[config.mk]
export PLATFORM = sky130hd
export DESIGN_NAME = qpde_step
export DESIGN_NICKNAME = d
export VERILOG_FILES = /design/src/rtl/qpde_pkg.sv /design/src/rtl/qpde_step.sv
export SDC_FILE = /design/constraint.sdc
export NUM_CORES = 2
export LEC_CHECK = 0
export ABC_CLOCK_PERIOD_IN_PS = 13150
export BUFFER_PORTS_ARGS = -buffer_cell sky130_fd_sc_hd__buf_4
export CORE_ASPECT_RATIO = 1.5
export CORE_MARGIN = 4
export CORE_UTILIZATION = 50
export DETAILED_ROUTE_END_ITERATION = 8
export PLACE_DENSITY_LB_ADDON = 0.25
export SLEW_MARGIN = 20
export SYNTH_ARGS = -nofsm -noshare
export SYNTH_HDL_FRONTEND = slang
export SYNTH_SLANG_ARGS = --single-unit
export TNS_END_PERCENT = 30
[constraint.sdc]
create_clock -name clk -period 13.15 [get_ports clk]
set_input_delay 0.6575 -clock clk [delete_from_list [all_inputs] [get_ports clk]]
set_output_delay 0.6575 -clock clk [all_outputs]
set_load 0.005 [all_outputs]
[src/rtl/qpde_pkg.sv]
// ----------------------------------------------------------------------------
// Quintic polynomial derivative evaluator package
// Shared word types, register indexes, derivative weights and the Q16.16
// saturation helper used by the pipeline stages.
// ----------------------------------------------------------------------------
package qpde_pkg;

	// Configuration register indexes.
	localparam logic [2:0] REG_COEF_0    = 3'd0;
	localparam logic [2:0] REG_COEF_1    = 3'd1;
	localparam logic [2:0] REG_COEF_2    = 3'd2;
	localparam logic [2:0] REG_COEF_3    = 3'd3;
	localparam logic [2:0] REG_COEF_4    = 3'd4;
	localparam logic [2:0] REG_COEF_5    = 3'd5;
	localparam logic [2:0] REG_END_TIME  = 3'd6;
	localparam logic [2:0] REG_END_LEVEL = 3'd7;

	// Highest derivative order that produces a polynomial result.
	localparam logic [2:0] MAX_ORDER = 3'd5;

	// Input word: evaluation time and derivative order.
	typedef struct packed {
		logic signed [31:0] time_point;
		logic [2:0]         mode;
	} in_word_t;

	// Output word: saturated result and clip flag.
	typedef struct packed {
		logic signed [31:0] value;
		logic               saturated;
	} out_word_t;

	// Word travelling down the Horner pipeline.
	typedef struct packed {
		logic               vld;
		logic [2:0]         n;
		logic signed [31:0] t;
		logic signed [31:0] acc;
		logic               flag;
		logic               byp;
		logic signed [31:0] byp_val;
	} pipe_t;

	// Saturated value together with a flag that says whether it clipped.
	typedef struct packed {
		logic               clip;
		logic signed [31:0] val;
	} sat_t;

	// Clip a wide signed value to the signed 32-bit range.
	function automatic sat_t sat32(input logic signed [63:0] v);
		sat_t r;
		if (v > 64'sd2147483647) begin
			r.clip = 1'b1;
			r.val  = 32'sh7fffffff;
		end else if (v < -64'sd2147483648) begin
			r.clip = 1'b1;
			r.val  = 32'sh80000000;
		end else begin
			r.clip = 1'b0;
			r.val  = v[31:0];
		end
		return r;
	endfunction

	// Derivative weight i!/(i-n)! for order n and term i, zero below the order.
	function automatic logic [7:0] weight(input logic [2:0] n, input logic [2:0] i);
		logic [7:0] w;
		w = 8'd0;
		unique case (n)
			3'd0: w = (i <= 3'd5) ? 8'd1 : 8'd0;
			3'd1: begin
				unique case (i)
					3'd1: w = 8'd1;
					3'd2: w = 8'd2;
					3'd3: w = 8'd3;
					3'd4: w = 8'd4;
					3'd5: w = 8'd5;
					default: w = 8'd0;
				endcase
			end
			3'd2: begin
				unique case (i)
					3'd2: w = 8'd2;
					3'd3: w = 8'd6;
					3'd4: w = 8'd12;
					3'd5: w = 8'd20;
					default: w = 8'd0;
				endcase
			end
			3'd3: begin
				unique case (i)
					3'd3: w = 8'd6;
					3'd4: w = 8'd24;
					3'd5: w = 8'd60;
					default: w = 8'd0;
				endcase
			end
			3'd4: begin
				unique case (i)
					3'd4: w = 8'd24;
					3'd5: w = 8'd120;
					default: w = 8'd0;
				endcase
			end
			3'd5: w = (i == 3'd5) ? 8'd120 : 8'd0;
			default: w = 8'd0;
		endcase
		return w;
	endfunction

endpackage

[src/rtl/qpde_step.sv]
// ----------------------------------------------------------------------------
// Horner step
// One Horner iteration in two register stages: the first forms acc * t and
// the weighted coefficient, the second rounds, adds and saturates. Terms
// below the item's derivative order pass the word through unchanged.
// ----------------------------------------------------------------------------
module qpde_step #(
	parameter int unsigned IDX = 0
) (
	input  logic               clk,
	input  logic               arst_n,
	input  logic               en_down,
	output logic               en_up,
	input  qpde_pkg::pipe_t    up,
	input  logic signed [31:0] coef,
	output qpde_pkg::pipe_t    down
);

	localparam logic [2:0] IDX3 = 3'(IDX);

	qpde_pkg::pipe_t    mul_s1;
	logic signed [63:0] prod_s1;
	qpde_pkg::sat_t     wsat_s1;
	logic               act_s1;
	qpde_pkg::pipe_t    add_s2;

	logic               en_mul;
	logic               en_add;
	logic signed [63:0] prod_c;
	logic signed [39:0] wprod_c;
	logic [7:0]         w8_c;
	logic signed [63:0] rnd_c;
	logic signed [63:0] shr_c;
	qpde_pkg::sat_t     psat_c;
	logic signed [32:0] sum_c;
	qpde_pkg::sat_t     ssat_c;
	qpde_pkg::pipe_t    nxt_c;

	// A stage loads when it is empty or the stage after it moves.
	assign en_add = ~add_s2.vld | en_down;
	assign en_mul = ~mul_s1.vld | en_add;
	assign en_up  = en_mul;

	// Multiply stage: exact Q32.32 product and weighted coefficient.
	assign prod_c  = up.acc * up.t;
	assign w8_c    = qpde_pkg::weight(up.n, IDX3);
	assign wprod_c = coef * $signed({1'b0, w8_c});

	always_ff @(posedge clk or negedge arst_n) begin
		if (!arst_n) begin
			mul_s1.vld <= 1'b0;
		end else if (en_mul) begin
			mul_s1  <= up;
			prod_s1 <= prod_c;
			wsat_s1 <= qpde_pkg::sat32(64'(wprod_c));
			act_s1  <= (up.n <= IDX3);
		end
	end

	// Add stage: round half up to Q16.16, saturate, add and saturate again.
	assign rnd_c  = prod_s1 + 64'sd32768;
	assign shr_c  = rnd_c >>> 16;
	assign psat_c = qpde_pkg::sat32(shr_c);
	assign sum_c  = 33'(psat_c.val) + 33'(wsat_s1.val);
	assign ssat_c = qpde_pkg::sat32(64'(sum_c));

	always_comb begin
		nxt_c = mul_s1;
		if (act_s1) begin
			nxt_c.acc  = ssat_c.val;
			nxt_c.flag = mul_s1.flag | wsat_s1.clip | psat_c.clip | ssat_c.clip;
		end
	end

	always_ff @(posedge clk or negedge arst_n) begin
		if (!arst_n) begin
			add_s2.vld <= 1'b0;
		end else if (en_add) begin
			add_s2 <= nxt_c;
		end
	end

	assign down = add_s2;

endmodule

==> results.py <==
metrics = {
    "worst_setup_path": {
        "reg2reg_slack_ns": 6.04,
        "start_kind": "input pin",
        "critical_path.startpoint": "up[48]",
        "critPathMaxFanout": 33,
        "critical_path_required_ns": 13.52,
        "r2r-end": "down[48]",
        "worstSetupEndpoint": "prod_s1[53]",
        "timing.critical_path.arrival_ns": 8.85,
        "setup.worst_path.class": "input pin to flop",
        "timing.rr.start": "prod_s1[15]",
        "end_kind": "flop",
        "number_of_cells_traversed_by_the_worst_register_to_register_path": 21,
    },
    "floorplanning": {
        "coreArea_um2": 96000,
        "chipWidth_um": 262,
        "die_h_um": 390,
        "ios": 240,
        "die-area_um2": 102000,
        "start_util": 0.506,
        "std_cell_rows": 139,
    },
    "routing": {
        "final_antenna_net_count": 0,
        "detail_route.drc_violations": 0,
        "initialDrtViolationCount": 2087,
        "wl_per_cell_um": 21.8,
        "vias_per_cell": 5.51,
        "total_wirelength_of_the_detailed_routed_design_um": 136000,
        "via_count": 34300,
        "drt_pass1_iterations": 7,
    },
    "clock_network": {
        "hold_buffers": 1,
        "cts_root_buf": "sky130_fd_sc_hd__clkbuf_16",
        "cts-htree-levels": 1,
        "cts_sinks": 287,
        "clk_path_buf_depth": 3,
        "cts-resized-gates": 0,
        "cts_inserted_buffers": 30,
        "cts_tree": "done",
        "clk_latency_ns": 0.63,
        "clkSlewWorstSetupHoldPaths_ns": 0.08,
        "postCtsSetupRepairBufs": 0,
    },
    "global_routing": {
        "first_global_vias": 38700,
        "global_route_wire_length_before_repair_um": 216000,
        "gr-total-overflow": 0,
        "grt_start_max_net_pins": 76,
        "grtUsageTotal": 0.272,
        "grt_antenna_before_repair": 4,
    },
    "timing": {
        "final.setup_skew_ns": 0.0221,
        "slew_headroom": 0.287,
        "report.final.slew_viol_count": 0,
        "finalSetupTns_ns": 0,
        "maxClockFrequency_mhz": 118,
        "timing_hold_violations_final": 0,
        "setup_repair_after_global_routing_missed_its_margin": "no",
        "slew_at_the_pin_with_the_worst_max_slew_slack_ns": 1.06,
        "setup_viol": 0,
        "period_minus_slack_ns": 8.48,
        "post-route-period-util": 0.645,
    },
    "logic_synthesis": {
        "nets_in_the_synthesized_netlist": 6330,
        "yosys-mux-area-fraction": 0.000438,
        "syn_inst": 4898,
        "post_synth.cell_area_avg_um2": 9.91,
        "synth-xor-area-share": 0.0213,
        "synth-edff-count": 285,
        "netlist_area_um2": 48500,
        "postSynth.asyncResetShare": 0.00697,
        "synthAdderAreaFrac": 0.501,
        "ys_dominant_reg_cell": "sky130_fd_sc_hd__edfxtp_1",
        "synth_cell_types": 89,
        "ys_top_cells_by_area": "sky130_fd_sc_hd__fa_1, sky130_fd_sc_hd__edfxtp_1, sky130_fd_sc_hd__inv_1, sky130_fd_sc_hd__nand2_1, sky130_fd_sc_hd__ha_1",
        "yosys_register_bits": 287,
        "main_combinational_cell_family_by_area_after_synthesis": "adder cells",
        "yosys.area.top_type_share": 0.446,
        "post_synth_and_or_nand_nor_area_fraction": 0.132,
        "synth-compound-area-share": 0.0554,
        "synth-seq-area-share": 0.177,
        "synth.yosys.warnings": 0,
        "synth_largest_area_cell": "sky130_fd_sc_hd__fa_1",
    },
    "status": {
        "outcome": "finished clean",
    },
    "finish": {
        "area.growth.synth_to_final_pct": 7.15,
        "nNetsFinal": 6371,
        "layout_common_cells": "sky130_fd_sc_hd__inv_1, sky130_fd_sc_hd__fa_1, sky130_fd_sc_hd__nand2_1, sky130_fd_sc_hd__edfxtp_1, sky130_fd_sc_hd__and2_1",
        "n_fill_cell": 8658,
        "layout-drive-gt1-share": 0.0711,
        "final_common_cell": "sky130_fd_sc_hd__inv_1",
        "sequential_area_um2": 8610,
        "multiInputGateArea_um2": 34500,
    },
    "job": {
        "cap_violations": 0,
    },
    "placed_design": {
        "numPortBuffers": 239,
        "dp.final_hpwl_um": 103000,
        "finalWeightedCongestion": 0.942,
    },
    "hold_path": {
        "hold_path_class": "input pin to flop",
    },
}
-- flip-flops by register name (all words and copies together) (netlist names) --
register and cells:
down 102, mul_s1 102, act_s1 1, prod_s1 49, wsat_s1 33
-- cell families (layout without fill, tap and decap cells) --
group | Yosys count | count (layout)
adder cells (fa/ha/maj) | 1295 | 1295
XOR/XNOR | 118 | 118
AND/OR/NAND/NOR | 1385 | 1385
buffers and inverters | 1424 | 1488
other | 1 | 3
flip-flops | 287 | 287
multiplexers | 2 | 2
AO/OA/AOI/OAI | 386 | 386
-- cell usage after synthesis, types with 32 or more instances --
library cell               count
sky130_fd_sc_hd__a21o_1       42
sky130_fd_sc_hd__a21oi_1      87
sky130_fd_sc_hd__a31oi_1      43
sky130_fd_sc_hd__and2_1      273
sky130_fd_sc_hd__clkbuf_1    222
sky130_fd_sc_hd__edfxtp_1    285
sky130_fd_sc_hd__fa_1       1082
sky130_fd_sc_hd__ha_1        213
sky130_fd_sc_hd__inv_1      1182
sky130_fd_sc_hd__nand2_1     854
sky130_fd_sc_hd__nand2b_1     48
sky130_fd_sc_hd__nand3_1      32
sky130_fd_sc_hd__nor2_1       63
sky130_fd_sc_hd__o21ai_0      44
sky130_fd_sc_hd__o31ai_1      35
sky130_fd_sc_hd__xnor2_1      72
sky130_fd_sc_hd__xor2_1       46
-- worst min-delay path by stage --
stage          startpoint         to  slack [ns]  depth (start not counted)
6_report            up[0]  mul_s1[0]        0.20                          1
2_1_floorplan      arst_n  down[101]        0.36                          0
4_1_cts             up[0]  mul_s1[0]        0.16                          1
5_1_grt             up[0]  mul_s1[0]        0.17                          1
3_5_place_dp   mul_s1[95]   down[95]        0.40                          0
3_3_place_gp   mul_s1[68]   down[68]        0.40                          0
-- per-stage QoR --
step	cell area [um2]	hold WS, ns	setup WS (ns)	util	std cells
after floorplan	48500	0.362	5.13	-	4898
after global placement	51000	0.401	4.37	0.531	6175
after detailed placement	51000	0.405	4.33	0.531	6175
after CTS	52000	0.158	4.90	0.542	6231
after global routing	52000	0.174	4.32	0.542	6232
final	52000	0.195	4.67	0.542	6233
-- layer usage --
metal	vias up	track usage	share of wire
met5	-	0	0
met4	0	0.161	0.074
met3	474	0.0323	0.053
met2	1334	0.496	0.52
met1	17800	0.307	0.35
li1	14700	-	-
-- worst max-delay path, stage by stage --
cell and delay [ns]:
sky130_fd_sc_hd__buf_4 0.45, sky130_fd_sc_hd__nand2_1 0.17, sky130_fd_sc_hd__fa_1 0.57, sky130_fd_sc_hd__inv_1 0.05
sky130_fd_sc_hd__fa_1 0.52, sky130_fd_sc_hd__inv_1 0.05, sky130_fd_sc_hd__fa_1 0.53, sky130_fd_sc_hd__inv_1 0.05
sky130_fd_sc_hd__fa_1 0.46, sky130_fd_sc_hd__fa_1 0.53, sky130_fd_sc_hd__inv_1 0.06, sky130_fd_sc_hd__fa_1 0.49
sky130_fd_sc_hd__fa_1 0.57, sky130_fd_sc_hd__inv_1 0.06, sky130_fd_sc_hd__fa_1 0.47, sky130_fd_sc_hd__ha_1 0.41
sky130_fd_sc_hd__inv_1 0.06, sky130_fd_sc_hd__nor2_1 0.18, sky130_fd_sc_hd__nand4_1 0.11, sky130_fd_sc_hd__o21ai_0 0.83
sky130_fd_sc_hd__a41oi_1 0.51, sky130_fd_sc_hd__o31ai_2 0.55, sky130_fd_sc_hd__nand2_1 0.12, sky130_fd_sc_hd__o21ai_0 0.22
sky130_fd_sc_hd__xor2_1 0.09
-- final cells by class --
type,count,share of cell area
inverters,1183,0.0854
multi-input cells,3187,0.663
repair buffers,250,0.0361
clock buffers,32,0.0146
clock inverters,23,0.00455
flip-flops and latches,287,0.166
well taps,1269,0.0305
diodes,2,0.0000962
Power is not shown: default switching activity piles up to over one toggle a cycle in this logic, so the estimate is an artifact.
